**src/sv/prls_pkg.sv**
```systemverilog
// shared constants, codes and entry layout of the ready-list scheduler
package prls_pkg;

   localparam int MAX_THREADS      = 16;
   localparam int TICKS_PER_SECOND = 100;
   localparam int MS_PER_TICK      = 1000 / TICKS_PER_SECOND;

   localparam int SLOT_W  = $clog2(MAX_THREADS);
   localparam int LEN_W   = $clog2(MAX_THREADS + 1);
   localparam int TICK_W  = $clog2(TICKS_PER_SECOND + 1);
   localparam int PROD_W  = TICK_W + 7;
   localparam int DVD_W   = (PROD_W > 16) ? PROD_W : 16;

   // reciprocal scaling for ms to ticks (16-bit dividend)
   localparam int    MS_SH    = 16 + $clog2(MS_PER_TICK);
   localparam longint MS_RECIP = ((longint'(1) << MS_SH) + MS_PER_TICK - 1) / MS_PER_TICK;
   localparam int    MS_PW    = 16 + MS_SH;

   // reciprocal scaling for idle*100 over the window length
   localparam int    LD_SH    = PROD_W + $clog2(TICKS_PER_SECOND);
   localparam longint LD_RECIP = ((longint'(1) << LD_SH) + TICKS_PER_SECOND - 1) /
                                 TICKS_PER_SECOND;
   localparam int    LD_PW    = PROD_W + LD_SH;

   localparam logic [1:0] OP_INSERT = 2'd0;
   localparam logic [1:0] OP_TICK   = 2'd1;
   localparam logic [1:0] OP_SLEEP  = 2'd2;
   localparam logic [1:0] OP_SETF   = 2'd3;

   localparam logic [1:0] ST_OK           = 2'd0;
   localparam logic [1:0] ST_FULL         = 2'd1;
   localparam logic [1:0] ST_NOT_FOUND    = 2'd2;
   localparam logic [1:0] ST_NONE_RUNNABLE = 2'd3;

   localparam logic [1:0] FLAG_SLEEP = 2'b01;
   localparam logic [1:0] FLAG_TERM  = 2'b10;

   typedef struct packed {
      logic [7:0]        tid;
      logic [1:0]        prio;
      logic [1:0]        flags;
      logic [15:0]       count;
      logic [SLOT_W-1:0] link;
   } entry_type;

   localparam int ENTRY_W = $bits(entry_type);

endpackage

```
**src/sv/prls_ram.sv**
```systemverilog
// generic single-port-write, registered-read ram
module prls_ram #(
   parameter int WIDTH = 8,
   parameter int DEPTH = 16
) (
   input  logic                     clock,
   input  logic                     wr_en,
   input  logic [$clog2(DEPTH)-1:0] wr_addr,
   input  logic [WIDTH-1:0]         wr_data,
   input  logic [$clog2(DEPTH)-1:0] rd_addr,
   output logic [WIDTH-1:0]         rd_data
);

   logic [WIDTH-1:0] mem_ff [DEPTH];
   logic [WIDTH-1:0] rd_data_ff;

   always_ff @(posedge clock) begin
      if (wr_en) begin
         mem_ff[wr_addr] <= wr_data;
      end
      rd_data_ff <= mem_ff[rd_addr];
   end

   assign rd_data = rd_data_ff;

endmodule

```
**src/sv/priority_ready_list_scheduler.sv**
```systemverilog
// top level of the priority ready-list thread scheduler
//
// one transaction at a time: start is taken while busy is low, and exactly one
// result follows as a single-cycle rsp_valid strobe, which the receiver must
// take as it comes. all thread entries live in one ram with a registered read,
// so every list step takes an address state and then a data state. an insert
// or a set-flags request walks the list; a dispatch tick walks the list for
// each head move and then runs the sleep countdown over the whole list; a
// sleep transaction first scales ms to ticks with a reciprocal multiply and
// marks the head, and a tick that closes a measurement window adds a step for
// the load figure.
// no clearing pass is needed after reset.
module priority_ready_list_scheduler (
   input  logic       clock,
   input  logic       reset,
   input  logic       start,
   output logic       busy,
   input  logic [1:0] req_opcode,
   input  logic [1:0] req_priority_req,
   input  logic [7:0] req_target_tid,
   input  logic [1:0] req_state_flags,
   input  logic [15:0] req_sleep_ms,
   output logic       rsp_valid,
   output logic [1:0] rsp_status,
   output logic [7:0] rsp_running_tid,
   output logic [7:0] rsp_new_tid,
   output logic       rsp_load_valid,
   output logic [6:0] rsp_load_percent,
   input  logic       csr_valid,
   output logic       csr_ready,
   input  logic [7:0] csr_idle_thread_id
);

   import prls_pkg::*;

   typedef enum logic [4:0] {
      S_IDLE, S_INS_RD, S_INS_EV, S_INS_CHK, S_INS_LINK,
      S_SF_RD, S_SF_EV,
      S_DIV_MS, S_SL_RD, S_SL_EV,
      S_DP_LOOP, S_RQH_RD, S_RQH_EV, S_RQT_RD, S_RQT_EV, S_RQ_WH,
      S_CHK_RD, S_CHK_EV, S_CD_RD, S_CD_EV, S_ACCT, S_DIV_LD
   } state_type;

   // control state
   state_type          state_ff, state_in;
   logic [SLOT_W-1:0]  head_ff, head_in;
   logic [LEN_W-1:0]   len_ff, len_in;
   logic [MAX_THREADS-1:0] in_use_ff, in_use_in;
   logic [TICK_W-1:0]  idle_ff, idle_in;
   logic [TICK_W-1:0]  win_ff, win_in;
   logic [7:0]         idle_id_ff, idle_id_in;
   logic               rsp_valid_ff, rsp_valid_in;

   // per-transaction working registers
   logic [1:0]         prio_ff, prio_in;
   logic [7:0]         target_ff, target_in;
   logic [1:0]         flags_ff, flags_in;
   logic [SLOT_W-1:0]  cur_ff, cur_in;
   logic [LEN_W-1:0]   cnt_ff, cnt_in;
   logic [LEN_W-1:0]   budget_ff, budget_in;
   logic [LEN_W-1:0]   k_ff, k_in;
   logic [8:0]         id_ff, id_in;
   logic [7:0]         hdtid_ff, hdtid_in;
   logic               found_ff, found_in;
   logic [SLOT_W-1:0]  h_ff, h_in;
   entry_type          hdata_ff, hdata_in;
   logic [SLOT_W-1:0]  tail_ff, tail_in;
   entry_type          tdata_ff, tdata_in;
   logic [SLOT_W-1:0]  slot_ff, slot_in;
   logic [DVD_W-1:0]   dvd_ff, dvd_in;

   // result registers
   logic [1:0] rsp_status_ff, rsp_status_in;
   logic [7:0] rsp_running_tid_ff, rsp_running_tid_in;
   logic [7:0] rsp_new_tid_ff, rsp_new_tid_in;
   logic       rsp_load_valid_ff, rsp_load_valid_in;
   logic [6:0] rsp_load_percent_ff, rsp_load_percent_in;

   // entry ram
   logic               ram_we;
   logic [SLOT_W-1:0]  ram_waddr;
   entry_type          ram_wdata;
   logic [ENTRY_W-1:0] ram_rdata_raw;
   entry_type          ram_rdata;

   prls_ram #(
      .WIDTH (ENTRY_W),
      .DEPTH (MAX_THREADS)
   ) u_entry_ram (
      .clock   (clock),
      .wr_en   (ram_we),
      .wr_addr (ram_waddr),
      .wr_data (ram_wdata),
      .rd_addr (cur_ff),
      .rd_data (ram_rdata_raw)
   );

   assign ram_rdata = entry_type'(ram_rdata_raw);

   // lowest free slot
   logic [SLOT_W-1:0] free_slot;
   logic              have_free;

   always_comb begin
      free_slot = '0;
      have_free = 1'b0;
      for (int i = MAX_THREADS - 1; i >= 0; i--) begin
         if (!in_use_ff[i]) begin
            free_slot = SLOT_W'(i);
            have_free = 1'b1;
         end
      end
   end

   // constant divisions as reciprocal multiplies, exact over the operand range
   logic [MS_PW-1:0] ms_prod;
   logic [LD_PW-1:0] ld_prod;
   logic [15:0]      ms_q;
   logic [6:0]       ld_q;

   always_comb begin
      ms_prod = MS_PW'(dvd_ff[15:0]) * MS_PW'(MS_RECIP);
      ld_prod = LD_PW'(dvd_ff[PROD_W-1:0]) * LD_PW'(LD_RECIP);
      ms_q    = ms_prod[MS_SH +: 16];
      ld_q    = ld_prod[LD_SH +: 7];
   end

   // main sequencer
   logic [LEN_W-1:0]  cnt_inc;
   logic [LEN_W-1:0]  rest;
   logic              more;
   logic [7:0]        head_tid_now;
   logic [TICK_W-1:0] idle_n;
   logic [TICK_W-1:0] win_n;
   logic [PROD_W-1:0] prod;
   entry_type         e_mod;

   always_comb begin
      state_in   = state_ff;
      head_in    = head_ff;
      len_in     = len_ff;
      in_use_in  = in_use_ff;
      idle_in    = idle_ff;
      win_in     = win_ff;
      idle_id_in = idle_id_ff;
      prio_in    = prio_ff;
      target_in  = target_ff;
      flags_in   = flags_ff;
      cur_in     = cur_ff;
      cnt_in     = cnt_ff;
      budget_in  = budget_ff;
      k_in       = k_ff;
      id_in      = id_ff;
      hdtid_in   = hdtid_ff;
      found_in   = found_ff;
      h_in       = h_ff;
      hdata_in   = hdata_ff;
      tail_in    = tail_ff;
      tdata_in   = tdata_ff;
      slot_in    = slot_ff;
      dvd_in     = dvd_ff;
      rsp_valid_in        = 1'b0;
      rsp_status_in       = rsp_status_ff;
      rsp_running_tid_in  = rsp_running_tid_ff;
      rsp_new_tid_in      = rsp_new_tid_ff;
      rsp_load_valid_in   = rsp_load_valid_ff;
      rsp_load_percent_in = rsp_load_percent_ff;
      ram_we    = 1'b0;
      ram_waddr = cur_ff;
      ram_wdata = ram_rdata;
      e_mod     = ram_rdata;

      cnt_inc      = LEN_W'(cnt_ff + LEN_W'(1));
      rest         = LEN_W'(len_ff - LEN_W'(1));
      more         = LEN_W'(k_ff + LEN_W'(1)) < rest;
      head_tid_now = (cnt_ff == '0) ? ram_rdata.tid : hdtid_ff;
      idle_n       = TICK_W'(idle_ff + TICK_W'(
                        (!found_ff || hdtid_ff == idle_id_ff) ? 1 : 0));
      win_n        = TICK_W'(win_ff + TICK_W'(1));
      prod         = PROD_W'(idle_n) * PROD_W'(100);

      if (csr_valid) begin
         idle_id_in = csr_idle_thread_id;
      end

      unique case (state_ff)
         S_IDLE: begin
            if (start) begin
               prio_in   = req_priority_req;
               target_in = req_target_tid;
               flags_in  = req_state_flags;
               found_in  = 1'b0;
               cur_in    = head_ff;
               cnt_in    = '0;
               id_in     = 9'd1;
               hdtid_in  = '0;
               budget_in = len_ff;
               unique case (req_opcode)
                  OP_INSERT: begin
                     state_in = (len_ff == '0) ? S_INS_CHK : S_INS_RD;
                  end
                  OP_TICK: begin
                     state_in = S_DP_LOOP;
                  end
                  OP_SLEEP: begin
                     if (len_ff != '0) begin
                        dvd_in   = DVD_W'(req_sleep_ms);
                        state_in = S_DIV_MS;
                     end else begin
                        state_in = S_DP_LOOP;
                     end
                  end
                  OP_SETF: begin
                     if (len_ff == '0) begin
                        rsp_valid_in        = 1'b1;
                        rsp_status_in       = ST_NOT_FOUND;
                        rsp_running_tid_in  = '0;
                        rsp_new_tid_in      = '0;
                        rsp_load_valid_in   = 1'b0;
                        rsp_load_percent_in = '0;
                     end else begin
                        state_in = S_SF_RD;
                     end
                  end
                  default: begin
                     state_in = S_IDLE;
                  end
               endcase
            end
         end

         // insert: walk for largest id and the tail
         S_INS_RD: begin
            state_in = S_INS_EV;
         end
         S_INS_EV: begin
            if (cnt_ff == '0) begin
               hdtid_in = ram_rdata.tid;
            end
            if ({1'b0, ram_rdata.tid} >= id_ff) begin
               id_in = 9'({1'b0, ram_rdata.tid} + 9'd1);
            end
            tail_in  = cur_ff;
            tdata_in = ram_rdata;
            cur_in   = ram_rdata.link;
            cnt_in   = cnt_inc;
            state_in = (cnt_inc == len_ff) ? S_INS_CHK : S_INS_RD;
         end
         S_INS_CHK: begin
            if (len_ff == LEN_W'(MAX_THREADS) || id_ff[8] || !have_free) begin
               rsp_valid_in        = 1'b1;
               rsp_status_in       = ST_FULL;
               rsp_running_tid_in  = (len_ff != '0) ? hdtid_ff : 8'd0;
               rsp_new_tid_in      = '0;
               rsp_load_valid_in   = 1'b0;
               rsp_load_percent_in = '0;
               state_in            = S_IDLE;
            end else begin
               ram_we          = 1'b1;
               ram_waddr       = free_slot;
               ram_wdata.tid   = id_ff[7:0];
               ram_wdata.prio  = prio_ff;
               ram_wdata.flags = '0;
               ram_wdata.count = '0;
               ram_wdata.link  = '0;
               in_use_in[free_slot] = 1'b1;
               len_in  = LEN_W'(len_ff + LEN_W'(1));
               slot_in = free_slot;
               if (len_ff == '0) begin
                  head_in             = free_slot;
                  rsp_valid_in        = 1'b1;
                  rsp_status_in       = ST_OK;
                  rsp_running_tid_in  = id_ff[7:0];
                  rsp_new_tid_in      = id_ff[7:0];
                  rsp_load_valid_in   = 1'b0;
                  rsp_load_percent_in = '0;
                  state_in            = S_IDLE;
               end else begin
                  state_in = S_INS_LINK;
               end
            end
         end
         S_INS_LINK: begin
            ram_we         = 1'b1;
            ram_waddr      = tail_ff;
            ram_wdata      = tdata_ff;
            ram_wdata.link = slot_ff;
            rsp_valid_in        = 1'b1;
            rsp_status_in       = ST_OK;
            rsp_running_tid_in  = hdtid_ff;
            rsp_new_tid_in      = id_ff[7:0];
            rsp_load_valid_in   = 1'b0;
            rsp_load_percent_in = '0;
            state_in            = S_IDLE;
         end

         // set flags by id
         S_SF_RD: begin
            state_in = S_SF_EV;
         end
         S_SF_EV: begin
            hdtid_in = head_tid_now;
            if (ram_rdata.tid == target_ff) begin
               ram_we          = 1'b1;
               ram_wdata.flags = ram_rdata.flags | flags_ff;
               rsp_valid_in        = 1'b1;
               rsp_status_in       = ST_OK;
               rsp_running_tid_in  = head_tid_now;
               rsp_new_tid_in      = '0;
               rsp_load_valid_in   = 1'b0;
               rsp_load_percent_in = '0;
               state_in            = S_IDLE;
            end else if (cnt_inc == len_ff) begin
               rsp_valid_in        = 1'b1;
               rsp_status_in       = ST_NOT_FOUND;
               rsp_running_tid_in  = head_tid_now;
               rsp_new_tid_in      = '0;
               rsp_load_valid_in   = 1'b0;
               rsp_load_percent_in = '0;
               state_in            = S_IDLE;
            end else begin
               cur_in   = ram_rdata.link;
               cnt_in   = cnt_inc;
               state_in = S_SF_RD;
            end
         end

         // sleep: ms to ticks, then mark the head
         S_DIV_MS: begin
            dvd_in   = DVD_W'(ms_q);
            state_in = S_SL_RD;
         end
         S_SL_RD: begin
            state_in = S_SL_EV;
         end
         S_SL_EV: begin
            ram_we          = 1'b1;
            ram_wdata.flags = ram_rdata.flags | FLAG_SLEEP;
            ram_wdata.count = dvd_ff[15:0];
            budget_in       = len_ff;
            state_in        = S_DP_LOOP;
         end

         // dispatch search, at most one pass over the list
         S_DP_LOOP: begin
            cur_in = head_ff;
            if (budget_ff == '0 || len_ff == '0) begin
               cnt_in   = '0;
               state_in = (len_ff == '0) ? S_ACCT : S_CD_RD;
            end else begin
               budget_in = LEN_W'(budget_ff - LEN_W'(1));
               state_in  = (len_ff < LEN_W'(2)) ? S_CHK_RD : S_RQH_RD;
            end
         end
         S_RQH_RD: begin
            state_in = S_RQH_EV;
         end
         S_RQH_EV: begin
            hdata_in = ram_rdata;
            h_in     = cur_ff;
            head_in  = ram_rdata.link;
            cur_in   = ram_rdata.link;
            k_in     = '0;
            state_in = S_RQT_RD;
         end
         S_RQT_RD: begin
            state_in = S_RQT_EV;
         end
         S_RQT_EV: begin
            if (more && ram_rdata.prio <= hdata_ff.prio) begin
               cur_in   = ram_rdata.link;
               k_in     = LEN_W'(k_ff + LEN_W'(1));
               state_in = S_RQT_RD;
            end else begin
               // splice the old head in behind this entry
               ram_we         = 1'b1;
               ram_wdata.link = h_ff;
               hdata_in.link  = more ? ram_rdata.link : '0;
               state_in       = S_RQ_WH;
            end
         end
         S_RQ_WH: begin
            ram_we    = 1'b1;
            ram_waddr = h_ff;
            ram_wdata = hdata_ff;
            cur_in    = head_ff;
            state_in  = S_CHK_RD;
         end
         S_CHK_RD: begin
            state_in = S_CHK_EV;
         end
         S_CHK_EV: begin
            if ((ram_rdata.flags & FLAG_TERM) != '0) begin
               // terminated thread at the head is dropped
               in_use_in[cur_ff] = 1'b0;
               len_in   = rest;
               head_in  = (len_ff > LEN_W'(1)) ? ram_rdata.link : '0;
               state_in = S_DP_LOOP;
            end else if ((ram_rdata.flags & FLAG_SLEEP) == '0) begin
               found_in = 1'b1;
               hdtid_in = ram_rdata.tid;
               cnt_in   = '0;
               state_in = S_CD_RD;
            end else begin
               state_in = S_DP_LOOP;
            end
         end

         // sleep countdown over the whole list
         S_CD_RD: begin
            state_in = S_CD_EV;
         end
         S_CD_EV: begin
            if (ram_rdata.count != '0) begin
               e_mod.count = 16'(ram_rdata.count - 16'd1);
               if (e_mod.count == '0) begin
                  e_mod.flags = ram_rdata.flags & ~FLAG_SLEEP;
               end
               ram_we    = 1'b1;
               ram_wdata = e_mod;
            end
            cur_in   = ram_rdata.link;
            cnt_in   = cnt_inc;
            state_in = (cnt_inc == len_ff) ? S_ACCT : S_CD_RD;
         end

         // idle accounting and load window
         S_ACCT: begin
            rsp_status_in      = found_ff ? ST_OK : ST_NONE_RUNNABLE;
            rsp_running_tid_in = found_ff ? hdtid_ff : 8'd0;
            rsp_new_tid_in     = '0;
            if (win_n >= TICK_W'(TICKS_PER_SECOND)) begin
               idle_in  = '0;
               win_in   = '0;
               dvd_in   = DVD_W'(prod);
               state_in = S_DIV_LD;
            end else begin
               idle_in             = idle_n;
               win_in              = win_n;
               rsp_valid_in        = 1'b1;
               rsp_load_valid_in   = 1'b0;
               rsp_load_percent_in = '0;
               state_in            = S_IDLE;
            end
         end
         S_DIV_LD: begin
            rsp_valid_in        = 1'b1;
            rsp_load_valid_in   = 1'b1;
            rsp_load_percent_in = 7'(7'd100 - ld_q);
            state_in            = S_IDLE;
         end

         default: begin
            state_in = S_IDLE;
         end
      endcase
   end

   always_ff @(posedge clock) begin
      if (reset) begin
         state_ff     <= S_IDLE;
         head_ff      <= '0;
         len_ff       <= '0;
         in_use_ff    <= '0;
         idle_ff      <= '0;
         win_ff       <= '0;
         idle_id_ff   <= 8'd1;
         rsp_valid_ff <= 1'b0;
      end else begin
         state_ff     <= state_in;
         head_ff      <= head_in;
         len_ff       <= len_in;
         in_use_ff    <= in_use_in;
         idle_ff      <= idle_in;
         win_ff       <= win_in;
         idle_id_ff   <= idle_id_in;
         rsp_valid_ff <= rsp_valid_in;
      end
      prio_ff   <= prio_in;
      target_ff <= target_in;
      flags_ff  <= flags_in;
      cur_ff    <= cur_in;
      cnt_ff    <= cnt_in;
      budget_ff <= budget_in;
      k_ff      <= k_in;
      id_ff     <= id_in;
      hdtid_ff  <= hdtid_in;
      found_ff  <= found_in;
      h_ff      <= h_in;
      hdata_ff  <= hdata_in;
      tail_ff   <= tail_in;
      tdata_ff  <= tdata_in;
      slot_ff   <= slot_in;
      dvd_ff    <= dvd_in;
      rsp_status_ff       <= rsp_status_in;
      rsp_running_tid_ff  <= rsp_running_tid_in;
      rsp_new_tid_ff      <= rsp_new_tid_in;
      rsp_load_valid_ff   <= rsp_load_valid_in;
      rsp_load_percent_ff <= rsp_load_percent_in;
   end

   assign busy             = (state_ff != S_IDLE);
   assign csr_ready        = 1'b1;
   assign rsp_valid        = rsp_valid_ff;
   assign rsp_status       = rsp_status_ff;
   assign rsp_running_tid  = rsp_running_tid_ff;
   assign rsp_new_tid      = rsp_new_tid_ff;
   assign rsp_load_valid   = rsp_load_valid_ff;
   assign rsp_load_percent = rsp_load_percent_ff;

endmodule

```
**config.mk**
```make
export PLATFORM = sky130hd
export DESIGN_NAME = priority_ready_list_scheduler
export DESIGN_NICKNAME = d
export VERILOG_FILES = /design/src/sv/prls_pkg.sv /design/src/sv/prls_ram.sv /design/src/sv/priority_ready_list_scheduler.sv
export SDC_FILE = /design/constraint.sdc
export NUM_CORES = 1
export LEC_CHECK = 0
export CORE_MARGIN = 4
export CORE_UTILIZATION = 59
export DETAILED_ROUTE_END_ITERATION = 8
export DONT_BUFFER_PORTS = 1
export MAX_ROUTING_LAYER = met4
export PLACE_DENSITY_LB_ADDON = 0.3
export SYNTH_ARGS = -nofsm -noshare
export SYNTH_HDL_FRONTEND = slang
export SYNTH_SLANG_ARGS = --single-unit
```
**constraint.sdc**
```tcl
create_clock -name clock -period 14.9 [get_ports clock]
set_input_delay 3.725 -clock clock [delete_from_list [all_inputs] [get_ports clock]]
set_output_delay 3.725 -clock clock [all_outputs]
set_load 0.05 [all_outputs]
```
* Yosys cells after proc, flatten, opt, wreduce, memory -nomap -nowiden
Memories as Yosys holds them, arrays and structs flattened. A register that Yosys moved wholly into a read port is not among the register bits.
Index checks and enable logic that the tools add are counted.
** Operators by class
- Equal/unequal tests :: 50
- Add/sub/neg operators :: 10
- Bitwise operators :: 5
- Multiplexer cells :: 171
- Magnitude comparators :: 10
- Multiply operators :: 3
- Reductions and logical operators :: 53
** Operator list (number)
- $mux 8 :: 16
- $mux 4 :: 29
- $pmux 5 s20 :: 1
- $mux 16 :: 6
- $mux 5 :: 19
- $pmux 16 s5 :: 1
- $pmux 8 s5 :: 2
- $mux 7 :: 9
- $pmux 16 s3 :: 1
- $mux 1 :: 43
- $pmux 7 s6 :: 1
- $eq 5x4->1 const B :: 8
- $pmux 10 s4 :: 1
- $pmux 4 s5 :: 2
- $eq 5x5->1 const B :: 7
- $mul 16x16->32 const B :: 1
- $mux 32 :: 1
- $ne 2x2->1 const B :: 16
- $pmux 16 s2 :: 1
- $mul 14x13->26 const B :: 1
- $pmux 5 s5 :: 1
- $reduce_bool 5->1 :: 5
- $mux 2 :: 12
- $pmux 4 s3 :: 2
- 63 further kinds :: 116
** Storage, ports and cells
- Memories kept :: 1
- RAM bits :: 512
- Register bits after elaboration :: 216
- Logic and storage cells :: 339
- Input port bits :: 42
** Memory list
- u_entry_ram.mem_ff :: depth 16, bits a word 32, read ports 1, clocked after memory_dff 1, write ports 1, line prls_ram.sv:14 : logic [WIDTH-1:0] mem_ff [DEPTH];

* Longest topological paths before layout
- Depth after elaboration :: 23
- Gate-level depth with buffers :: 24

* Modules after synthesis
From an unflattened synthesis, not the netlist that was laid out.
** Unflattened totals
- Cell total of the unflattened synthesis :: 2838
- Area, all modules :: 39472.9 sq um
** Modules (own cells, without submodules)
- prls_ram :: times used 1, area each 19854.0 sq um, cells an instance 838
- priority_ready_list_scheduler :: times used 1, area each 19618.8 sq um, cells an instance 2000

* Worst setup path after synthesis
OpenSTA, ideal clock, no wires.
- Path type :: flip-flop to flip-flop
- Start point :: reg dvd_ff[11]
- End point :: reg rsp_load_percent_ff[6], in the netlist rsp_load_percent[6] (data pin)
- Clock period less this slack :: 5.767 ns
- Cell stages (with the launch flop) :: 25
- Library setup time :: 0.260 ns
- Data arrival time :: 5.507 ns
- Slack :: 9.133 ns
- Path buffers :: 0
- Required time :: 14.640 ns
- Cell sequence :: edfxtp_1 -> fa_1 -> ha_1 -> inv_1 -> fa_1 -> inv_1 -> fa_1 -> inv_1 -> fa_1 -> inv_1 -> ha_1 -> a211oi_2 -> nand2_1 -> a31oi_2 -> a21oi_2 -> nor2_1 -> xor2_1 -> ha_1 -> nor2_1 -> mux2_4 -> or3b_1 -> o21ai_1 -> o211ai_1 -> nand4_1 -> nand3_1
** Between the ends
- Longest elaborated chain between the ends :: 3
** RTL lines
- start, declared :: line priority_ready_list_scheduler.sv:70 : logic [DVD_W-1:0] dvd_ff, dvd_in;
- start signal, assigned :: line priority_ready_list_scheduler.sv:494 : dvd_ff <= dvd_in;
- $mul 14x13->26 :: line priority_ready_list_scheduler.sv:123 : ld_prod = LD_PW'(dvd_ff[PROD_W-1:0]) * LD_PW'(LD_RECIP);
- $sub 7x7->7 :: line priority_ready_list_scheduler.sv:449 : rsp_load_percent_in = 7'(7'd100 - ld_q);
- $pmux 7 s6 :: line priority_ready_list_scheduler.sv:186 : unique case (state_ff)
- via rsp_load_percent_in[6] :: line priority_ready_list_scheduler.sv:77 : logic [6:0] rsp_load_percent_ff, rsp_load_percent_in;
- end signal, assigned :: line priority_ready_list_scheduler.sv:499 : rsp_load_percent_ff <= rsp_load_percent_in;
- end, declared :: line priority_ready_list_scheduler.sv:77
The timed path passes the listed nets, and every way through them passes these cells.
A chain may end at the register's enable or synchronous reset.

* Worst setup path in the final report
- Start point :: reg dvd_ff[12]
- End point :: reg dvd_ff[10] (data pin)
** Between the ends
- Longest elaborated chain between the ends :: 2
** RTL lines
- $mul 16x16->32 :: line priority_ready_list_scheduler.sv:122 : ms_prod = MS_PW'(dvd_ff[15:0]) * MS_PW'(MS_RECIP);
- $pmux 16 s3 :: line priority_ready_list_scheduler.sv:186
- via dvd_in[10] :: line priority_ready_list_scheduler.sv:70
The timed path passes the listed nets, and every way through them passes these cells.

==> out/summary.txt <==
status - finished clean
Post-Route WL - 96600 um
H-tree Lvls - 3
FF-to-FF End - dvd_ff[10]
Chip Height - 268 um
Synth Warn # - 0
Worst R2R Start - dvd_ff[12]
RSZ-0062 raised after global routing - false
Crit path top cell by count - inv_1
Max Slew Vio Count - 0
endpoints failing hold - 0
Cell Area, Synth - 39800 sq um
Worst Tran Pin Value - 1.32 ns
crit path launch type - flop
critical path's top delay family - adder cells
library cells used by synthesis - 89
CP startpoint - dvd_ff[12]
post-route setup TNS - 0 ns
number of synthesized flops with an enable pin - 675
clock skew - 0.0451 ns
CP max stage cell - edfxtp_1
Via density - 6.36
Synth async-reset ratio - 0%
R2R setup slack - 8.38 ns
Levels on crit path - 22
Slew headroom - 11.4%
area of the multi-input gates - 16300 sq um
chip width - 268 um
final antenna-violating net count - 0
Mean Syn Cell Area - 14.1 sq um
P per Cell Area - 170 nW/um^2
share of layout cells above drive strength 1 - 12.3%
cts bufs inserted - 75
Clock Latency Late Sink - 0.63 ns
Via Count - 23967
Total GRT Usage - 28.1%
port buffer count - 0
Core Area - 66300 sq um
sequential fraction of the synthesis area - 55.2%
critical path's largest stage delay - 0.72 ns
CP endpoint - dvd_ff[10]
Post-Syn Instances - 2818
gr ovfl total - 0
Synth Flop Type - edfxtp_1
Req. time, crit path - 15.22 ns
Reg area - 22000 sq um
# clock sinks - 760
drt first pass iters - 9
Rows - 94
cell breakdown of the critical path - inv_1 -> ha_1 -> inv_1 -> ha_1 -> inv_1 -> fa_1 -> fa_1 -> inv_1 -> fa_1 -> inv_1 -> fa_1 -> inv_1 -> ha_1 -> a21o_1 -> a21o_1 -> a21o_1 -> a211oi_1 -> nor4_1 -> a211oi_1 -> o21ai_0 -> xnor2_1 -> o21ai_0
post-synth net total - 3284
TritonCTS clock tree - done
drc violations - 0
fmax - 0.153 GHz
hold buffers post-CTS - 0
Worst EP arrival - 6.83 ns
max-cap violations - 0
I/O Pins - 71
CTS root buf - clkbuf_16
Worst-path clk slew - 0.06 ns
Util after Layout - 65.5%
hold crit path type - flop to flop
DIE AREA - 71700 sq um
# fillers - 4672
Placed Area - 40900 sq um
initial antenna violation count - 1
Area Growth Syn to Fin - 9.09%
pin count of the biggest net entering global routing - 75
post-CTS setup buffer count - 0
GP Congestion - 0.988
hold slack - 0.465 ns
Initial Utilization - 60.0%
CP max FO - 11
final worst path period share - 43.7%
Setup CP Type - flop to flop
Hold Crit Depth - 2
FF+latch count, synth - 760
Post-CTS Resized - 0
Finished Cell Area - 43400 sq um
Worst Path Buf+Inv - 6
Max clock buf depth - 3
final setup violating endpoints - 0
number of global-route vias before repair - 24364
Setup crit end kind - flop
Peak VDD IR - 0.126 mV
Tmin final - 6.52 ns
first-pass GRT wire length - 147000 um
nets@finish - 3308
Reg2Reg Depth - 22
DR WL/cell - 25.6 um
post-DP HPWL - 62000 um
First DRT Iteration DRCs - 2720
Static Leak - 16.4 nW
-- power by group --
| group | switching [W] | leakage [nW] | total (W) | internal (W) |
|---|---|---|---|---|
| sequential | 0.000354 | 6.83 | 0.00328 | 0.00293 |
| combinational | 0.00134 | 8.42 | 0.00219 | 0.000846 |
| clock | 0.000810 | 1.20 | 0.00189 | 0.00108 |
| total | 0.00251 | 16.4 | 0.00737 | 0.00486 |
-- per-layer routing --
metal	vias up	track usage (%)	routed length, um
met1	12075	38.0	38100
li1	10490	-	-
met3	205	4.62	8060
met4	0	7.95	2870
met2	1197	45.1	47600
met5	-	-	0
-- kinds of logic (layout without fill, tap and decap cells) --
group / count (synthesis) / in the layout / share of synthesized area (%)
flops: 760 / 760 / 55.2
mux: 177 / 177 / 9.50
compound gates: 415 / 415 / 6.91
other cells: 1 / 2 / 0.00942
xor+xnor: 86 / 86 / 1.89
simple gates: 514 / 514 / 6.14
buf+inv: 440 / 526 / 4.25
fa+ha+maj: 425 / 425 / 16.1
-- placed cells by master, fill, tap and decap left out, types with 11 or more instances in the layout --
cell type,Yosys,final
nor2b_1,18,18
a22oi_1,17,17
nand2b_1,20,20
a31oi_1,13,13
fa_1,145,145
nand3b_1,12,12
nor2_4,0,12
and3_1,16,16
or3_1,12,12
clkinv_1,1,19
clkbuf_16,0,77
inv_1,334,334
a21o_1,25,25
a21oi_1,110,110
nor3_1,24,24
xnor2_1,55,55
mux2i_1,15,15
o21ai_0,116,116
edfxtp_1,675,675
ha_1,279,279
clkbuf_1,69,16
nand3_1,45,45
nand2_1,160,160
a222oi_1,34,34
nor2_1,142,129
dfxtp_1,85,85
nand4_1,19,19
xor2_1,31,31
buf_4,3,49
mux4_2,160,160
o211ai_1,11,11
a22o_1,11,11
-- worst min-delay path by stage --
stage,start,end,slack [ns]
floorplan,idle_ff[0],idle_ff[0],0.44
global route,idle_ff[0],idle_ff[0],0.49
finish,idle_ff[0],idle_ff[0],0.47
global placement,idle_ff[0],idle_ff[0],0.44
detailed placement,idle_ff[0],idle_ff[0],0.45
CTS,idle_ff[0],idle_ff[0],0.46
-- synth_stat cells, types with 8 or more instances --
cell type  instances  area [sq um]
a31oi_1           13          81.3
o211ai_1          11          82.6
nand4_1           19           119
xnor2_1           55           482
a21oi_1          110           551
dfxtp_1           85          1700
clkbuf_1          69           259
or3_1             12          75.1
xor2_1            31           272
nor4_1             8          50.1
edfxtp_1         675         20300
nand3_1           45           225
a222oi_1          34           340
nor2_1           142           533
a22oi_1           17           128
and3_1            16           100
buf_2             10          50.1
o21ai_0          116           581
nor3_1            24           120
a21o_1            25           188
and2_1            10          62.6
nand2_1          160           601
nand2b_1          20           125
nand3b_1          12          90.1
ha_1             279          3490
inv_1            334          1250
nor2b_1           18           113
mux2i_1           15           150
a22o_1            11          96.3
fa_1             145          2900
buf_1             19          71.3
mux4_2           160          3600
-- cell type report --
| cell class | instances | area share (%) |
|---|---|---|
| Multi-Input combinational cell | 1618 | 37.5 |
| Clock buffer | 97 | 4.70 |
| Inverter | 337 | 2.91 |
| Clock inverter | 42 | 0.968 |
| Antenna cell | 1 | 0.00576 |
| Sequential cell | 760 | 50.6 |
| Tap cell | 864 | 2.49 |
| Timing Repair Buffer | 50 | 0.859 |
-- tightest hold or removal path: cells and delay by family, from the launching register on --
family,cells,cell delay (ns)
simple gates,1,0.06
flops,1,0.32
compound gates,1,0.05
-- sequential cells by signal, summed over array words and instances (netlist names), 7 cells and up --
name and count:
rsp_new_tid 8, idle_id_ff 8, id_ff 9, idle_ff 7, in_use_ff 16, win_ff 7
rsp_load_percent 7, u_entry_ram.rd_data 32, target_ff 8, tdata_ff 28, u_entry_ram.mem_ff 512, dvd_ff 16
rsp_running_tid 8, hdata_ff 32, hdtid_ff 8
-- per-stage QoR --
| step | instances | total power [W] | worst slack, ns |
|---|---|---|---|
| after floorplan | 2818 | 0.00478 | 9.13 |
| final | 3769 | 0.00737 | 8.38 |
| after detailed placement | 3628 | 0.00547 | 8.49 |
| after global routing | 3769 | 0.00771 | 8.06 |
| after global placement | 3628 | 0.00538 | 8.59 |
| after CTS | 3767 | 0.00738 | 8.40 |
(Power assumes the default switching activity.)
